$ cat src/hdl/wsfd_pkg.sv
package wsfd_pkg;

    // Width of the payload length counter; the usable limit is
    // min(max_payload_len, 2^LEN_BITS - 1).
    localparam int LEN_BITS = 32;

    localparam logic [63:0] LEN_CAP64 = (LEN_BITS >= 64) ? 64'hFFFF_FFFF_FFFF_FFFF
                                      : ((64'd1 << LEN_BITS) - 64'd1);
    localparam logic [31:0] LEN_CAP   = (LEN_CAP64 > 64'h0000_0000_FFFF_FFFF)
                                      ? 32'hFFFF_FFFF : LEN_CAP64[31:0];

    localparam logic [31:0] MAX_LEN_RESET = 32'd65536;

    localparam logic [6:0] LEN7_EXT16 = 7'd126;
    localparam logic [6:0] LEN7_EXT64 = 7'd127;

    localparam logic [2:0] EXT16_CNT = 3'd1;
    localparam logic [2:0] EXT64_CNT = 3'd7;

    typedef enum logic [2:0] {
        PH_HDR0,
        PH_HDR1,
        PH_EXT,
        PH_MASK,
        PH_DATA,
        PH_ERR
    } phase_t;

    typedef enum logic [1:0] {
        K_HDR  = 2'd0,
        K_DATA = 2'd1,
        K_ERR  = 2'd2
    } kind_t;

    typedef struct packed {
        kind_t       kind;
        logic        fin_flag;
        logic [3:0]  frame_opcode;
        logic        was_masked;
        logic [31:0] payload_len;
        logic [7:0]  data_byte;
        logic        last;
    } res_t;

endpackage

$ cat src/hdl/wsfd_if.sv
interface wsfd_rx_if;
    import wsfd_pkg::*;

    logic       valid;
    logic       ready;
    logic [7:0] rx_byte;

    modport source (output valid, output rx_byte, input ready);
    modport sink   (input valid, input rx_byte, output ready);
endinterface

interface wsfd_res_if;
    import wsfd_pkg::*;

    logic        valid;
    logic        ready;
    kind_t       kind;
    logic        fin_flag;
    logic [3:0]  frame_opcode;
    logic        was_masked;
    logic [31:0] payload_len;
    logic [7:0]  data_byte;
    logic        last;

    modport source (output valid, output kind, output fin_flag, output frame_opcode,
                    output was_masked, output payload_len, output data_byte,
                    output last, input ready);
    modport sink   (input valid, input kind, input fin_flag, input frame_opcode,
                    input was_masked, input payload_len, input data_byte,
                    input last, output ready);
endinterface

interface wsfd_cfg_if;
    import wsfd_pkg::*;

    logic        valid;
    logic        ready;
    logic [31:0] data;

    modport source (output valid, output data, input ready);
    modport sink   (input valid, input data, output ready);
endinterface

$ cat src/hdl/wsfd_core.sv
module wsfd_core (
    input  logic             clk,
    input  logic             rst_n,
    input  logic             beat_acc,
    input  logic [7:0]       rx_byte,
    input  logic [31:0]      max_len,
    output logic             res_valid,
    output wsfd_pkg::res_t   res
);
    import wsfd_pkg::*;

    phase_t      phase_reg, phase_next;
    logic [2:0]  ext_cnt_reg, ext_cnt_next;
    logic [31:0] acc_reg, acc_next;
    logic        high_reg, high_next;     // length bits above 31 seen
    logic [31:0] rem_reg, rem_next;
    logic [31:0] key_reg, key_next;
    logic [1:0]  idx_reg, idx_next;
    logic        fin_reg, fin_next;
    logic [3:0]  op_reg, op_next;
    logic        masked_reg, masked_next;

    logic [6:0]  len7;
    logic [31:0] ext_acc;
    logic        ext_high;
    logic [31:0] chk_acc;
    logic        chk_high;
    logic        chk_masked;
    logic [31:0] limit;
    logic        over;
    logic [7:0]  key_byte;

    // length check shared by the 7-bit and extended paths
    always_comb
    begin
        len7       = rx_byte[6:0];
        ext_acc    = {acc_reg[23:0], rx_byte};
        ext_high   = high_reg | (acc_reg[31:24] != 8'd0);
        chk_acc    = (phase_reg == PH_HDR1) ? {25'd0, len7} : ext_acc;
        chk_high   = (phase_reg == PH_HDR1) ? 1'b0 : ext_high;
        chk_masked = (phase_reg == PH_HDR1) ? rx_byte[7] : masked_reg;
        limit      = (max_len < LEN_CAP) ? max_len : LEN_CAP;
        over       = chk_high || (chk_acc > limit);
        case (idx_reg)
            2'd0:    key_byte = key_reg[31:24];
            2'd1:    key_byte = key_reg[23:16];
            2'd2:    key_byte = key_reg[15:8];
            default: key_byte = key_reg[7:0];
        endcase
    end

    // next phase
    always_comb
    begin
        phase_next = phase_reg;
        unique case (phase_reg)
            PH_HDR0: phase_next = PH_HDR1;
            PH_HDR1, PH_EXT:
            begin
                if ((phase_reg == PH_HDR1 && (len7 == LEN7_EXT16 || len7 == LEN7_EXT64))
                    || (phase_reg == PH_EXT && ext_cnt_reg != 3'd0))
                    phase_next = PH_EXT;
                else if (over)
                    phase_next = PH_ERR;
                else if (chk_masked)
                    phase_next = PH_MASK;
                else if (chk_acc == 32'd0)
                    phase_next = PH_HDR0;
                else
                    phase_next = PH_DATA;
            end
            PH_MASK:
            begin
                if (idx_reg == 2'd3)
                    phase_next = (acc_reg == 32'd0) ? PH_HDR0 : PH_DATA;
            end
            PH_DATA:
            begin
                if (rem_reg == 32'd1)
                    phase_next = PH_HDR0;
            end
            PH_ERR:  phase_next = PH_ERR;
            default: phase_next = PH_HDR0;
        endcase
    end

    // datapath and result
    always_comb
    begin
        ext_cnt_next     = ext_cnt_reg;
        acc_next         = acc_reg;
        high_next        = high_reg;
        rem_next         = rem_reg;
        key_next         = key_reg;
        idx_next         = idx_reg;
        fin_next         = fin_reg;
        op_next          = op_reg;
        masked_next      = masked_reg;
        res_valid        = 1'b0;
        res.kind         = K_HDR;
        res.fin_flag     = fin_reg;
        res.frame_opcode = op_reg;
        res.was_masked   = masked_reg;
        res.payload_len  = acc_reg;
        res.data_byte    = 8'd0;
        res.last         = 1'b0;
        case (phase_reg)
            PH_HDR0:
            begin
                fin_next = rx_byte[7];
                op_next  = rx_byte[3:0];
            end
            PH_HDR1, PH_EXT:
            begin
                res.was_masked = chk_masked;
                if (phase_reg == PH_HDR1)
                    masked_next = rx_byte[7];
                if (phase_reg == PH_HDR1 && len7 == LEN7_EXT16)
                begin
                    ext_cnt_next = EXT16_CNT;
                    acc_next     = 32'd0;
                    high_next    = 1'b0;
                end
                else if (phase_reg == PH_HDR1 && len7 == LEN7_EXT64)
                begin
                    ext_cnt_next = EXT64_CNT;
                    acc_next     = 32'd0;
                    high_next    = 1'b0;
                end
                else if (phase_reg == PH_EXT && ext_cnt_reg != 3'd0)
                begin
                    ext_cnt_next = ext_cnt_reg - 3'd1;
                    acc_next     = ext_acc;
                    high_next    = ext_high;
                end
                else
                begin
                    acc_next  = chk_acc;
                    high_next = chk_high;
                    if (over)
                    begin
                        res_valid       = 1'b1;
                        res.kind        = K_ERR;
                        res.payload_len = chk_high ? 32'hFFFF_FFFF : chk_acc;
                    end
                    else if (chk_masked)
                    begin
                        key_next = 32'd0;
                        idx_next = 2'd0;
                    end
                    else
                    begin
                        rem_next        = chk_acc;
                        idx_next        = 2'd0;
                        res_valid       = 1'b1;
                        res.payload_len = chk_acc;
                        res.last        = (chk_acc == 32'd0);
                    end
                end
            end
            PH_MASK:
            begin
                key_next = {key_reg[23:0], rx_byte};
                idx_next = idx_reg + 2'd1;
                if (idx_reg == 2'd3)
                begin
                    rem_next  = acc_reg;
                    res_valid = 1'b1;
                    res.last  = (acc_reg == 32'd0);
                end
            end
            PH_DATA:
            begin
                idx_next      = idx_reg + 2'd1;
                rem_next      = rem_reg - 32'd1;
                res_valid     = 1'b1;
                res.kind      = K_DATA;
                res.data_byte = masked_reg ? (rx_byte ^ key_byte) : rx_byte;
                res.last      = (rem_reg == 32'd1);
            end
            default: ;
        endcase
    end

    always_ff @(posedge clk or negedge rst_n)
    begin
        if (!rst_n)
        begin
            phase_reg   <= PH_HDR0;
            ext_cnt_reg <= 3'd0;
            acc_reg     <= 32'd0;
            high_reg    <= 1'b0;
            rem_reg     <= 32'd0;
            key_reg     <= 32'd0;
            idx_reg     <= 2'd0;
            fin_reg     <= 1'b0;
            op_reg      <= 4'd0;
            masked_reg  <= 1'b0;
        end
        else if (beat_acc)
        begin
            phase_reg   <= phase_next;
            ext_cnt_reg <= ext_cnt_next;
            acc_reg     <= acc_next;
            high_reg    <= high_next;
            rem_reg     <= rem_next;
            key_reg     <= key_next;
            idx_reg     <= idx_next;
            fin_reg     <= fin_next;
            op_reg      <= op_next;
            masked_reg  <= masked_next;
        end
    end

    a_data_rem_nonzero: assert property (@(posedge clk) disable iff (!rst_n)
        phase_reg == PH_DATA |-> rem_reg != 32'd0)
        else $error("payload phase with zero bytes remaining");

    a_err_sticky: assert property (@(posedge clk) disable iff (!rst_n)
        phase_reg == PH_ERR |=> phase_reg == PH_ERR)
        else $error("left error phase without reset");

    a_err_result_phase: assert property (@(posedge clk) disable iff (!rst_n)
        res_valid && res.kind == K_ERR |-> phase_next == PH_ERR)
        else $error("error result without entering error phase");

    a_data_only_in_data: assert property (@(posedge clk) disable iff (!rst_n)
        res_valid && res.kind == K_DATA |-> phase_reg == PH_DATA)
        else $error("payload result outside payload phase");

endmodule

$ cat src/hdl/websocket_frame_deframer_unit.sv
// Channel  Dir  Beat contents
// rx       in   rx_byte: one byte of the received stream
// res      out  kind, fin_flag, frame_opcode, was_masked, payload_len, data_byte, last
// cfg      in   data: max_payload_len (single register)
//
// One byte per clock unless stalled. Parse state is updated at the rx beat; the
// result (if the byte yields one) lands in the output register on the same edge.
// rx.ready drops only while the output register is full and res is stalled.
// Reset: phase back to header byte 0, limit back to 65536, output empty.
// After a too-large error every later byte is consumed and dropped until reset.
module websocket_frame_deframer_unit (
    input  logic        clk,
    input  logic        rst_n,
    wsfd_rx_if.sink     rx,
    wsfd_res_if.source  res,
    wsfd_cfg_if.sink    cfg
);
    import wsfd_pkg::*;

    logic [31:0] max_len_reg;
    logic        out_valid_reg, out_valid_next;
    res_t        out_reg;
    logic        beat_acc;
    logic        core_valid;
    res_t        core_res;

    // cfg is always writable; the user must write only while idle, the block does not enforce it
    assign cfg.ready = 1'b1;

    // Output register frees up in the same cycle it is drained.
    assign rx.ready = !out_valid_reg || res.ready;
    assign beat_acc = rx.valid && rx.ready;

    wsfd_core u_core (
        .clk       (clk),
        .rst_n     (rst_n),
        .beat_acc  (beat_acc),
        .rx_byte   (rx.rx_byte),
        .max_len   (max_len_reg),
        .res_valid (core_valid),
        .res       (core_res)
    );

    always_comb
    begin
        out_valid_next = out_valid_reg;
        if (beat_acc && core_valid)
            out_valid_next = 1'b1;
        else if (res.ready)
            out_valid_next = 1'b0;
    end

    always_ff @(posedge clk or negedge rst_n)
    begin
        if (!rst_n)
        begin
            out_valid_reg <= 1'b0;
            max_len_reg   <= MAX_LEN_RESET;
        end
        else
        begin
            out_valid_reg <= out_valid_next;
            if (cfg.valid)
                max_len_reg <= cfg.data;
        end
    end

    // result payload, no reset needed
    always_ff @(posedge clk)
    begin
        if (beat_acc && core_valid)
            out_reg <= core_res;
    end

    assign res.valid        = out_valid_reg;
    assign res.kind         = out_reg.kind;
    assign res.fin_flag     = out_reg.fin_flag;
    assign res.frame_opcode = out_reg.frame_opcode;
    assign res.was_masked   = out_reg.was_masked;
    assign res.payload_len  = out_reg.payload_len;
    assign res.data_byte    = out_reg.data_byte;
    assign res.last         = out_reg.last;

    a_stall_only_when_full: assert property (@(posedge clk) disable iff (!rst_n)
        !rx.ready |-> res.valid && !res.ready)
        else $error("rx stalled while output register can take a beat");

    a_result_loaded: assert property (@(posedge clk) disable iff (!rst_n)
        beat_acc && core_valid |=> res.valid)
        else $error("result beat dropped");

    a_no_phantom: assert property (@(posedge clk) disable iff (!rst_n)
        !res.valid && !(beat_acc && core_valid) |=> !res.valid)
        else $error("result beat appeared without a source byte");

endmodule
$ cat src/flat_wrapper.sv
// flat-port wrapper written by rule: the top's interface ports become plain ports
module websocket_frame_deframer_unit_flat import wsfd_pkg::*;
  (clk, rst_n, rx_valid, rx_rx_byte, rx_ready, res_valid, res_kind, res_fin_flag, res_frame_opcode, res_was_masked, res_payload_len, res_data_byte, res_last, res_ready, cfg_valid, cfg_data, cfg_ready);
  wsfd_rx_if rx_i ();
  wsfd_res_if res_i ();
  wsfd_cfg_if cfg_i ();
  input  logic clk;
  input  logic rst_n;
  input wire logic [$bits(rx_i.valid)-1:0] rx_valid;
  input wire logic [$bits(rx_i.rx_byte)-1:0] rx_rx_byte;
  output wire logic [$bits(rx_i.ready)-1:0] rx_ready;
  output wire logic [$bits(res_i.valid)-1:0] res_valid;
  output wire logic [$bits(res_i.kind)-1:0] res_kind;
  output wire logic [$bits(res_i.fin_flag)-1:0] res_fin_flag;
  output wire logic [$bits(res_i.frame_opcode)-1:0] res_frame_opcode;
  output wire logic [$bits(res_i.was_masked)-1:0] res_was_masked;
  output wire logic [$bits(res_i.payload_len)-1:0] res_payload_len;
  output wire logic [$bits(res_i.data_byte)-1:0] res_data_byte;
  output wire logic [$bits(res_i.last)-1:0] res_last;
  input wire logic [$bits(res_i.ready)-1:0] res_ready;
  input wire logic [$bits(cfg_i.valid)-1:0] cfg_valid;
  input wire logic [$bits(cfg_i.data)-1:0] cfg_data;
  output wire logic [$bits(cfg_i.ready)-1:0] cfg_ready;
  assign rx_i.valid = rx_valid;
  assign rx_i.rx_byte = rx_rx_byte;
  assign rx_ready = rx_i.ready;
  assign res_valid = res_i.valid;
  assign res_kind = res_i.kind;
  assign res_fin_flag = res_i.fin_flag;
  assign res_frame_opcode = res_i.frame_opcode;
  assign res_was_masked = res_i.was_masked;
  assign res_payload_len = res_i.payload_len;
  assign res_data_byte = res_i.data_byte;
  assign res_last = res_i.last;
  assign res_i.ready = res_ready;
  assign cfg_i.valid = cfg_valid;
  assign cfg_i.data = cfg_data;
  assign cfg_ready = cfg_i.ready;
  websocket_frame_deframer_unit u_core (.clk(clk), .rst_n(rst_n), .rx(rx_i), .res(res_i), .cfg(cfg_i));
endmodule
$ cat config.mk
export PLATFORM = sky130hd
export DESIGN_NAME = websocket_frame_deframer_unit_flat
export DESIGN_NICKNAME = d
export VERILOG_FILES = /design/src/hdl/wsfd_pkg.sv /design/src/hdl/wsfd_if.sv /design/src/hdl/wsfd_core.sv /design/src/hdl/websocket_frame_deframer_unit.sv /design/src/flat_wrapper.sv
export SDC_FILE = /design/constraint.sdc
export NUM_CORES = 1
export LEC_CHECK = 0
export ABC_AREA = 1
export BUFFER_PORTS_ARGS = -buffer_cell sky130_fd_sc_hd__buf_2
export CAP_MARGIN = 20
export CELL_PAD_IN_SITES_DETAIL_PLACEMENT = 1
export CELL_PAD_IN_SITES_GLOBAL_PLACEMENT = 2
export CORE_MARGIN = 2
export CORE_UTILIZATION = 36
export DETAILED_ROUTE_END_ITERATION = 8
export GPL_TIMING_DRIVEN = 0
export PLACE_DENSITY = 0.89
export SLEW_MARGIN = 20
export SYNTH_ARGS = -nofsm -noshare
export SYNTH_HDL_FRONTEND = slang
export SYNTH_SLANG_ARGS = --single-unit
$ cat constraint.sdc
create_clock -name clk -period 4.2 [get_ports clk]
set_input_delay 0.84 -clock clk [delete_from_list [all_inputs] [get_ports clk]]
set_output_delay 0.84 -clock clk [all_outputs]
set_load 0.03 [all_outputs]
Yosys cells after proc, flatten, opt, wreduce, memory -nomap -nowiden:

Cells that the tools add are included.

* $add $sub $neg: 3
* bitwise logic cells: 2
* mux-type cells: 69
* magnitude comparators: 2
* equal/unequal tests: 19
* multipliers: 0
* reduce and logical (&&, ||, !) cells: 31
* div/mod/pow operators: 0
* shift operators: 0

Operators with widths (number)
* 32-bit two-way mux: 22
* 32-bit one-hot mux with 3 select lines: 1
* 32-bit logical NOT: 2
* 32-bit one-hot mux with 2 select lines: 1
* 33-bit two-way mux: 1
* 32-bit by 1-bit == test with 1-bit output, second input constant: 1
* 32-bit greater-than comparator: 1
* 32-bit less-than comparator, second input constant: 1
* 32-bit by 1-bit subtractor with 32-bit output, second input constant: 1
* 3-bit two-way mux: 10
* 8-bit one-hot mux with 3 select lines: 1
* 1-bit two-way mux: 19
* 2-bit two-way mux: 8
* 2-bit inequality test, second input constant: 8
* 3-bit one-hot mux with 5 select lines: 1
* 7-bit == test, second input constant: 2
* 3-bit nonzero test: 3
* 8-bit two-way mux: 1
* 2-bit one-hot mux with 2 select lines: 2
* 8-bit AND reduction: 1
* 8-bit nonzero test: 1
* 8-bit bitwise XOR: 1
* 7-bit AND reduction: 1
* 3-bit by 2-bit == test with 1-bit output, second input constant: 2
* 18 further kinds: 34

* memory bits (read-only): 0
* memories: 0
* word-level logic and storage cells: 145
* flip-flop bits (word level): 193
* bits in writable memories: 0
* bits in latches: 0

Longest topological paths before layout:

Gate-level depths: netlist (run 1).

* depth in word-level cells: 11
* depth in mapped cells: 22
* gate-level depth less buffers: 19

Cells and area by module:

A second synthesis (run 1) with hierarchy kept.

* cell total of the unflattened synthesis: 1570
* area total of the unflattened synthesis: 11926.4 sq um

By module, submodules not included
* wsfd_core: instances 1, area each 8972.4 sq um, cells each 1375
* websocket_frame_deframer_unit: instances 1, area each 2954.1 sq um, cells each 195

Worst setup path after synthesis (run 1):

OpenSTA, ideal clock, no wires.

* path kind: register -> register
* from: reg u_core.u_core.phase_reg[1]
* to: reg u_core.out_reg, in the netlist u_core.res.data_byte[0], enable pin
* setup time: 0.403 ns
* buffers on the path: 2
* arrival: 3.307 ns
* setup slack: 0.489 ns
* period minus slack after synthesis: 3.711 ns
* stages on the path, launching flop included: 20
* path through: dfrtp_1 -> inv_1 -> nand3_2 -> buf_6 -> clkbuf_1 -> nand2_1 -> inv_1 -> ha_1 -> nand2_1 -> nor2_1 -> nand2_1 -> nor4_2 -> nand2_1 -> nand2_1 -> nand2_1 -> nand2_1 -> nand2_1 -> nand3b_1 -> nand2_1 -> inv_1

* cells in the longest elaborated chain, start to end: 10
* elaborated cells between the ends (all ways): 20

Ends and longest elaborated chain
* start, declared: RTL line wsfd_core.sv:12 `phase_t phase_reg, phase_next;`
* start signal, assigned: RTL line wsfd_core.sv:202 `phase_reg <= phase_next;`
* 3-bit by 1-bit == test with 1-bit output
* 32-bit two-way mux: RTL line wsfd_core.sv:39 `chk_acc = (phase_reg == PH_HDR1) ? {25'd0, len7} : ext_acc;`
* 32-bit greater-than comparator: RTL line wsfd_core.sv:43 `over = chk_high || (chk_acc > limit);`
* 1-bit logical OR: RTL line wsfd_core.sv:43
* 1-bit two-way mux: RTL line wsfd_core.sv:140 `if (over)`
* 1-bit two-way mux: RTL line wsfd_core.sv:130 `else if (phase_reg == PH_EXT && ext_cnt_reg != 3'd0)`
* 1-bit two-way mux: RTL line wsfd_core.sv:124 `else if (phase_reg == PH_HDR1 && len7 == LEN7_EXT64)`
* 1-bit two-way mux: RTL line wsfd_core.sv:118 `if (phase_reg == PH_HDR1 && len7 == LEN7_EXT16)`
* 1-bit one-hot mux with 3 select lines *: RTL line wsfd_core.sv:107 `case (phase_reg)`
* 1-bit logical AND *: RTL line websocket_frame_deframer_unit.sv:71 `if (beat_acc && core_valid)`
* end signal, assigned: RTL line websocket_frame_deframer_unit.sv:72 `out_reg <= core_res;`
* end, declared: RTL line websocket_frame_deframer_unit.sv:22 `res_t out_reg;`

Mark *: on every way between the ends. The rest lies on a longest branch, timed or not.
A chain may end at the register's enable or synchronous reset.

==> qor.yml, run 1 <==
worst_setup_path:
  worstPathRequired_ns: 4.41
  crit_type: "flop to flop"
  r2r_setup_slack_ns: 0.32
  reg2reg_to: "u_core.res.payload_len[7]"
  worst_ep_arrival_time_ns: 4.08
  crit_fanout: 10
  r2r_start: "u_core.u_core.phase_reg[1]"
  startpoint: "u_core.u_core.phase_reg[1]"
  worstSetupEndpointType: "flop"
  start_kind: "flop"
  reg2regPathDepth: 18
placement:
  dpl_worst_slack_ns: -0.320
  portBuffers: 93
  dp_hpwl_um: 29700
  post_dp_cell_area_um2: 12100
  gp_congestion: 0.871
sta:
  slew_violations: 0
  period_minus_slack_ns: 3.88
  fin_setup_tns_ns: 0
  hold_violations: 0
  clock_skew_ns: 0.0129
  max_freq_ghz: 0.258
  finalSetupViolCount: 0
  worst_pin_slew_ns: 0.751
  fin_crit_sh: 0.923
  layout_setup_ws_ns: 0.323
  relSlewSlack: 0.499
synth:
  synth_top_flop_cell: "dfrtp_1"
  syn_nets: 1520
  syn_area_per_cell_um2: 7.71
  synth_area_leaders: "dfrtp_1 32%, nand2_1 16%, edfxtp_1 13%, o21ai_0 5.2%, inv_1 4.7%"
  ys.warnings.count: 0
  seq_area_frac_synth: 0.459
  async_reset_ff_frac: 0.746
  synth.most_common_cell: "nand2_1"
  synthCells: 1435
  yosysTopAreaCell: "dfrtp_1"
  ys_ff_latch: 193
  yosys-top-cells-count: "470 x nand2_1, 143 x dfrtp_1, 139 x inv_1"
  synth.top_cell.area_share: 0.323
  syn-cell-area_um2: 11100
  synthDistinctLibCells: 47
  synth_edf_count: 49
global_routing:
  grt_pass1_vias: 10600
  grt_start_max_net_pins: 74
  overflow: 0
  antenna_found_initial: 0
  grt_pass1_wl_um: 59800
  grt_use_total: 0.245
detailed_routing:
  drt_pass1_iterations: 5
  antenna_left: 0
  vias: 10300
  vias_per_cell: 5.26
  drc: 0
  wl_per_cell_um: 19.5
  drtIter0Drc: 594
  drt_wl_total_um: 38200
final_layout:
  design_area_um2: 12700
  drive_above_1_share: 0.125
  area_delta_synth_final_pct: 14.7
  final_util: 0.417
  n_antenna_cell: 0
  fin_nets: 1634
  fillers: 3812
power:
  p_per_area_nw_per_um2: 850
  ir_drop_mv: 0.297
  total_leakage_power_nw: 6.12
die:
  die_w_um: 179
  dieArea_um2: 32200
  core_area_um2: 30400
  rows: 64
  io_pins: 97
  die_h_um: 179
  start_util: 0.364
clock_tree:
  clkSlewWorstSetupHoldPaths_ns: 0.08
  cts_buffer_depth: 2
  cts_sinks: 193
  ctsHoldBuffers: 0
  numCtsBuffers: 17
  ctsRootBufferMaster: "clkbuf_16"
  clock_latency_ns: 0.45
  htree_num_levels: 4
  cts_tree: "done"
hold_path:
  worst_hold_path_type: "input port to asynchronous set/reset pin"
run_status:
  outcome: "completed"
flow_run:
  drv_cap: 0
[cells by family (layout without fill, tap and decap cells)]
group	after synthesis	after routing	synth area share
AND/OR/NAND/NOR	747	747	0.290
buffers and inverters	220	347	0.0812
XOR/XNOR	10	10	0.00791
adder cells (fa/ha/maj)	40	40	0.0452
multiplexers	1	1	0.00102
AO/OA/AOI/OAI	223	223	0.116
flip-flops	193	193	0.459
other	1	1	0.000339
[placed cells by master, fill, tap and decap left out, types with 3 or more instances in the layout]
master       n
nand2_1    468
dfrtp_1    143
inv_1      138
o21ai_0    115
buf_2      113
nor2_1      84
nand3_1     76
nand4_1     50
edfxtp_1    49
ha_1        40
clkbuf_1    38
o21ai_1     33
a21oi_1     28
nor3_1      26
clkbuf_16   18
nor4_1      16
o211ai_1    11
o221ai_1    10
inv_2        9
a221oi_1     8
or2_2        6
xor2_1       6
nor2_2       5
a22oi_1      5
buf_6        4
nand2_2      4
o21bai_1     4
xnor2_1      4
buf_4        4
clkinv_4     4
nand3_2      3
o21a_1       3
nand3b_1     3
inv_6        3
[cell type report]
type / instances / area (um^2) / area share
repair buffers: 95 / 523 / 0.0412
flip-flops and latches: 193 / 5080 / 0.400
inverters: 149 / 572 / 0.0450
plain buffers: 71 / 344 / 0.0271
clock inverters: 13 / 118 / 0.00926
clock buffers: 19 / 464 / 0.0366
well taps: 396 / 495 / 0.0390
multi-input cells: 1022 / 5110 / 0.402
[repair_timing]
action,4_1_cts,5_1_grt
setup buffers,0,0
pin swaps,0,0
resized for setup,4,8
setup endpoints to repair,49,63
[how the worst max path moves through the flow]
| stage | endpoint | cells past startpoint |
|---|---|---|
| floorplan | u_core.res.data_byte[0] | 19 |
| global route | u_core.res.payload_len[4] | 19 |
| finish | u_core.res.payload_len[7] | 18 |
| global placement | u_core.res.payload_len[17] | 20 |
| CTS | u_core.res.payload_len[4] | 20 |
| detailed placement | u_core.res.payload_len[17] | 20 |
[metal layers]
metal / vias to the layer above / GRT usage / wire (um)
met5: - / 0 / 0
met2: 198 / 0.402 / 17900
met4: 0 / 0.0601 / 642
li1: 4963 / - / -
met1: 5101 / 0.348 / 18300
met3: 40 / 0.0268 / 1330
[per-stage QoR]
step / std cells / power, W / hold slack [ns]
floorplan: 1435 / 0.00702 / 0.425
global placement: 1924 / 0.00887 / 0.433
detailed placement: 1926 / 0.00907 / 0.437
CTS: 1958 / 0.0108 / 0.376
global route: 1958 / 0.0116 / 0.402
finish: 1958 / 0.0108 / 0.359
[report_power, final]
group          total [W]  internal, W  switching [W]  leakage (nW)
clock network    0.00165     0.000832       0.000821         0.284
logic            0.00593      0.00160        0.00433          3.51
registers        0.00321      0.00274       0.000473          2.33
[worst max-delay path, stage by stage, from the launching register on]
cell and delay, ns:
dfrtp_1 0.40, inv_1 0.14, nand3_2 0.14, buf_6 0.19
clkbuf_2 0.22, nand2_1 0.17, inv_1 0.12, ha_1 0.33
nand2_1 0.08, nor2_1 0.15, nand2_1 0.12, nor4_4 0.23
nand2_1 0.10, nand2_1 0.06, nand2_1 0.13, buf_2 0.23
nand2_1 0.33, a21oi_1 0.11, o21ai_0 0.37
Power figures use the tool's default switching activity.
==> run 2: changes to the inputs <==
--- a/config.mk
+++ b/config.mk
@@ -13,6 +13,6 @@
 export CORE_MARGIN = 2
-export CORE_UTILIZATION = 36
+export CORE_UTILIZATION = 32
 export DETAILED_ROUTE_END_ITERATION = 8
 export GPL_TIMING_DRIVEN = 0
-export PLACE_DENSITY = 0.89
+export PLACE_DENSITY = 0.84
 export SLEW_MARGIN = 20
==> constraint.sdc (replaced) <==
create_clock -name clk -period 3.1 [get_ports clk]
set_input_delay 0.62 -clock clk [delete_from_list [all_inputs] [get_ports clk]]
set_output_delay 0.62 -clock clk [all_outputs]
set_load 0.02 [all_outputs]
==> run 2 against run 1 <==
Against the previous run:
- the flow now finishes with violations (setup timing)
- die area grew 12%
- maximum frequency up 17%
- register-to-register slack worse by 0.53 ns
- largest cell class unchanged
- routed wire length is 10% higher
- via count is 4.2% higher
- highest routed layer unchanged
==> qor.yml, run 2 (synthesized netlist as in run 1, its figures left out) <==
run_status:
  outcome: "finished with violations"
  violations: "setup timing"
final_layout:
  multiInputGateArea_um2: 5910
  final_common_cell: "nand2_1"
  area_delta_synth_final_pct: 31.3
  fin_nets: 1696
  stdcell_count: 2079
  n_antenna_cell: 0
  drive_above_1_share: 0.237
  mostFrequentLayoutCells: "412 x nand2_1, 142 x dfrtp_1, 120 x inv_1"
  fillers: 4100
  seqCellArea_um2: 5080
detailed_routing:
  drtIter0Drc: 726
  drt_pass1_iterations: 5
  drc: 0
  drt_wl_total_um: 42000
  antenna_left: 0
  wl_per_cell_um: 20.2
  vias: 10700
  vias_per_cell: 5.17
die:
  start_util: 0.323
  die_h_um: 190
  io_pins: 97
  dieArea_um2: 36100
  rows: 68
  die_w_um: 190
  core_area_um2: 34300
placement:
  portBuffers: 93
  gp_congestion: 0.861
  dp_hpwl_um: 29900
  dpl_worst_slack_ns: -1.21
  place_inst: 1985
worst_setup_path:
  worst_ep_arrival_time_ns: 3.53
  reg2regPathDepth: 20
  worstSetupEndpointType: "flop"
  start_kind: "flop"
  r2r_setup_slack_ns: -0.20
  worstPathRequired_ns: 3.33
  crit_fanout: 7
  reg2reg_to: "u_core.res.frame_opcode[2]"
  r2r_start: "u_core.u_core.phase_reg[0]"
  crit_type: "flop to flop"
sta:
  fin_crit_sh: 1.07
  worst_pin_slew_ns: 0.737
  slew_violations: 0
  hold_violations: 0
  rsz0062_at_grt: "yes"
  layout_setup_ws_ns: -0.202
  finalSetupViolCount: 131
  max_freq_ghz: 0.303
  clock_skew_ns: 0.0171
  period_minus_slack_ns: 3.30
  relSlewSlack: 0.509
clock_tree:
  ctsHoldBuffers: 0
  cts_tree: "done"
  cts_buffer_depth: 2
  numCtsBuffers: 17
  htree_num_levels: 4
  ctsRootBufferMaster: "clkbuf_16"
  cts_sinks: 193
  clock_latency_ns: 0.47
  clkSlewWorstSetupHoldPaths_ns: 0.07
global_routing:
  grt_pass1_vias: 10900
  grt_start_max_net_pins: 79
  overflow: 0
  grt_pass1_wl_um: 63800
  grt_use_total: 0.232
  antenna_found_initial: 0
hold_path:
  worst_hold_path_type: "input port to asynchronous set/reset pin"
power:
  total_leakage_power_nw: 6.73
  ir_drop_mv: 0.489
  power.total_w: 0.0176
  p_per_area_nw_per_um2: 1210
flow_run:
  drv_cap: 0
==> run 2: changes by cell type in the layout (fill, tap and decap cells not counted), sizes merged <==
cell,delta
inv,+2
bufinv,+1
clkinvlp,+2
bufbuf,+2
nand3,+1
buf,+56
clkbuf,+2
clkinv,-4
==> run 2: area by class of cell <==
type	instances	share of cell area
Timing Repair Buffer	155	0.0895
Timing Repair inverter	1	0.000517
Inverter	149	0.0405
Sequential cell	193	0.349
Multi-Input combinational cell	1023	0.406
Clock inverter	13	0.00835
Clock buffer	19	0.0313
Buffer	71	0.0350
Tap cell	455	0.0392
==> run 2: layer usage <==
layer / wire [um] / up-vias / global-route usage / part of all wire
met2: 20000 / 262 / 0.377 / 0.48
met4: 1020 / 0 / 0.0751 / 0.024
met5: 0 / - / 0 / 0
li1: - / 5106 / - / -
met3: 1850 / 55 / 0.0336 / 0.044
met1: 19100 / 5316 / 0.318 / 0.46
==> run 2: critical path, cell delays in order, from the launching register on <==
cell and delay (ns):
dfrtp_2 0.46, nand3_4 0.14, buf_12 0.15, clkbuf_16 0.19, nand2_4 0.07, inv_2 0.12
ha_4 0.22, a21oi_1 0.15, o21a_1 0.13, nand2_1 0.06, a21oi_2 0.20, nand2_1 0.09
nand2_2 0.12, nand2_4 0.07, nand2_4 0.08, nand3b_1 0.12, nand2_4 0.13, clkinvlp_4 0.12
buf_12 0.15, buf_8 0.12, buf_16 0.14
==> run 2: timing repair <==
action | in CTS | in global routing
setup buffers | 36 | 12
resized for setup | 130 | 123
setup endpoints to repair | 152 | 149
endpoints found under the hold margin | 0 | 0
pin swaps | 15 | 29
cloned | 13 | 4
==> run 2: through the flow <==
stage	area, um^2	hold slack (ns)	setup TNS (ns)	util
after floorplan	11200	0.324	-12.09	-
after global placement	12200	0.435	-240.47	0.356
after detailed placement	12300	0.438	-98.61	0.358
after CTS	14000	0.131	-16.88	0.407
after global routing	14500	0.138	-34.61	0.424
final	14500	0.117	-16.03	0.424
==> run 2: worst max path at each step <==
stage	start	to	slack, ns	cells past startpoint
after CTS	u_core.u_core.phase_reg[2]	u_core.res.payload_len[14]	-0.18	19
after detailed placement	u_core.u_core.phase_reg[2]	u_core.res.payload_len[19]	-1.21	18
after global routing	u_core.u_core.phase_reg[0]	u_core.res.frame_opcode[2]	-0.32	23
after global placement	u_core.u_core.phase_reg[2]	u_core.res.payload_len[19]	-1.54	17
final	u_core.u_core.phase_reg[0]	u_core.res.frame_opcode[2]	-0.20	20
after floorplan	u_core.u_core.phase_reg[2]	u_core.res.data_byte[0]	-0.25	18
==> run 2: power by group <==
group / internal, W / switching [W] / total (W)
Sequential: 0.00371 / 0.000740 / 0.00444
Clock: 0.00117 / 0.00110 / 0.00227
Combinational: 0.00401 / 0.00689 / 0.0109
Total: 0.00888 / 0.00873 / 0.0176
==> run 3: changes to the inputs <==
- RECOVER_POWER: default -> 50
==> run 3 against run 2 <==
Against the previous run:
- the run ends with capacitance limit, slew limit, setup timing left
- clock-buffer cell count is the same
- via count grew 0.19%
- cell area shrank 0.21%
- critical path depth is the same
- sequential share of layout area grew 0.072 points
- non-clock buffer count is the same
- flip-flop and latch count is the same
- critical path type unchanged
- largest power group unchanged
- highest routed layer unchanged
==> qor.yml, run 3 (synthesized netlist as in run 1, its figures left out) <==
placement:
  gp_congestion: 0.861
  dp_hpwl_um: 29900
  portBuffers: 93
die:
  rows: 68
  die_h_um: 190
  dieArea_um2: 36100
  core_area_um2: 34300
  die_w_um: 190
  start_util: 0.323
  io_pins: 97
global_routing:
  grt_pass1_wl_um: 63800
  antenna_found_initial: 0
  grt_use_total: 0.232
  grt_start_max_net_pins: 79
  grt_pass1_vias: 10900
  overflow: 0
sta:
  layout_setup_ws_ns: -0.204
  slew_violations: 68
  rsz0062_at_grt: "yes"
  whs_ns: 0.364
  worst_pin_slew_ns: 1.79
  hold_violations: 0
  period_minus_slack_ns: 3.30
  max_freq_ghz: 0.303
  relSlewSlack: -0.191
  finalSetupViolCount: 131
  clock_skew_ns: 0.0154
  fin_setup_tns_ns: -16.29
  fin_crit_sh: 1.07
flow_run:
  drv_cap: 1
final_layout:
  fin_nets: 1696
  drive_above_1_share: 0.237
  mostFrequentLayoutCells: "412 x nand2_1, 142 x dfrtp_1, 120 x inv_1"
  final_common_cell: "nand2_1"
  fillers: 4103
  n_antenna_cell: 0
  area_delta_synth_final_pct: 31.0
worst_setup_path:
  path_cells: "nand3_4 > buf_12 > clkbuf_16 > nand2_2 > inv_2 > ha_4 > a21oi_2 > o21a_1 > nand2_1 > a21oi_2 > nand2_1 > nand2_2 > nand2_4 > nand2_4 > nand3b_1 > nand2_4 > clkinvlp_4 > buf_12 > buf_8 > buf_16"
  crit_fanout: 7
  start_kind: "flop"
  worstSetupEndpointType: "flop"
  cp_common_cell: "nand2_4"
  crit_type: "flop to flop"
  max_stage_delay_ns: 0.46
  cp_slowest_cell: "dfrtp_2"
  worst_ep_arrival_time_ns: 3.53
  worstPathRequired_ns: 3.33
power:
  p_per_area_nw_per_um2: 1210
  total_leakage_power_nw: 6.72
  ir_drop_mv: 0.489
clock_tree:
  ctsRootBufferMaster: "clkbuf_16"
  cts_tree: "done"
  cts_buffer_depth: 2
  clock_latency_ns: 0.47
  ctsHoldBuffers: 0
  clkSlewWorstSetupHoldPaths_ns: 0.07
  cts_sinks: 193
  numCtsBuffers: 17
  htree_num_levels: 4
detailed_routing:
  drc: 0
  wl_per_cell_um: 20.2
  antenna_left: 0
  drt_wl_total_um: 42000
  drtIter0Drc: 695
  vias: 10800
  drt_pass1_iterations: 5
  vias_per_cell: 5.18
hold_path:
  worst_hold_path_type: "input port to flop"
run_status:
  outcome: "finished with violations"
  violations: "capacitance limit, slew limit, setup timing"
[run 3: cell count changes in the layout (fill, tap and decap cells not counted), sizes merged]
| cell | delta |
|---|---|
| buf | -2 |
| clkbuf | +2 |
[run 3: timing repair]
| item | in CTS | in global routing |
|---|---|---|
| gates cloned | 13 | 4 |
| buffers inserted | 36 | 12 |
| pin swaps | 15 | 29 |
| endpoints found under the hold margin | 0 | 0 |
| endpoints found under the setup margin | 152 | 149 |
| gates resized for setup | 130 | 123 |
[run 3: report_power, final]
group	internal [W]	total (W)	switching, W
registers	0.00370	0.00445	0.000742
clock network	0.00117	0.00227	0.00110
logic	0.00400	0.0109	0.00690
[run 3: cell type report]
type                       instances  area, um^2  area share
timing repair buffer             155        1270      0.0877
clock inverter                    13         121     0.00837
multi-input combinational       1023        5910       0.407
clock buffer                      19         454      0.0313
timing repair inverter             1        7.51    0.000518
inverter                         149         588      0.0405
sequential                       193        5080       0.350
buffer                            71         508      0.0350
tap                              455         569      0.0393
[run 3: worst paths after layout]
kind | from | slack (ns) | end | depth (start not counted)
setup / recovery | u_core.u_core.phase_reg[0] | -0.20 | u_core.res.frame_opcode[2] | 20
hold / removal | cfg_data[7] | 0.36 | u_core.max_len_reg[7] | 3
setup reg to reg | u_core.u_core.phase_reg[0] | -0.20 | u_core.res.frame_opcode[2] | 20
hold reg to reg | u_core.u_core.op_reg[3] | 0.45 | u_core.res.frame_opcode[3] | 0
max in group asynchronous | rst_n | 0.37 | u_core.u_core.phase_reg[0] | 2
min in group asynchronous | rst_n | 0.64 | u_core.max_len_reg[4] | 1
[run 3: worst max-delay path, delay by kind of cell (launching register included)]
family	cells	cell delay, ns
flip-flops	1	0.46
adder cells (fa/ha/maj)	1	0.23
AO/OA/AOI/OAI	3	0.44
AND/OR/NAND/NOR	9	0.90
buffers and inverters	7	1.01
[run 3: per-layer routing]
metal	global-route usage	share of wire	vias up
li1	-	-	5101
met1	0.318	0.46	5349
met2	0.377	0.48	251
met3	0.0336	0.041	58
met4	0.0751	0.025	0
met5	0	0	-
[run 3: through the flow]
stage	total power (W)	util	instance area [um^2]	std cells	setup slack [ns]
after floorplan	0.00941	-	11200	1435	-0.247
after global placement	0.0120	0.356	12200	1983	-1.54
after detailed placement	0.0122	0.358	12300	1985	-1.21
after CTS	0.0166	0.407	14000	2066	-0.179
after global routing	0.0187	0.423	14500	2079	-0.323
final	0.0176	0.423	14500	2079	-0.204
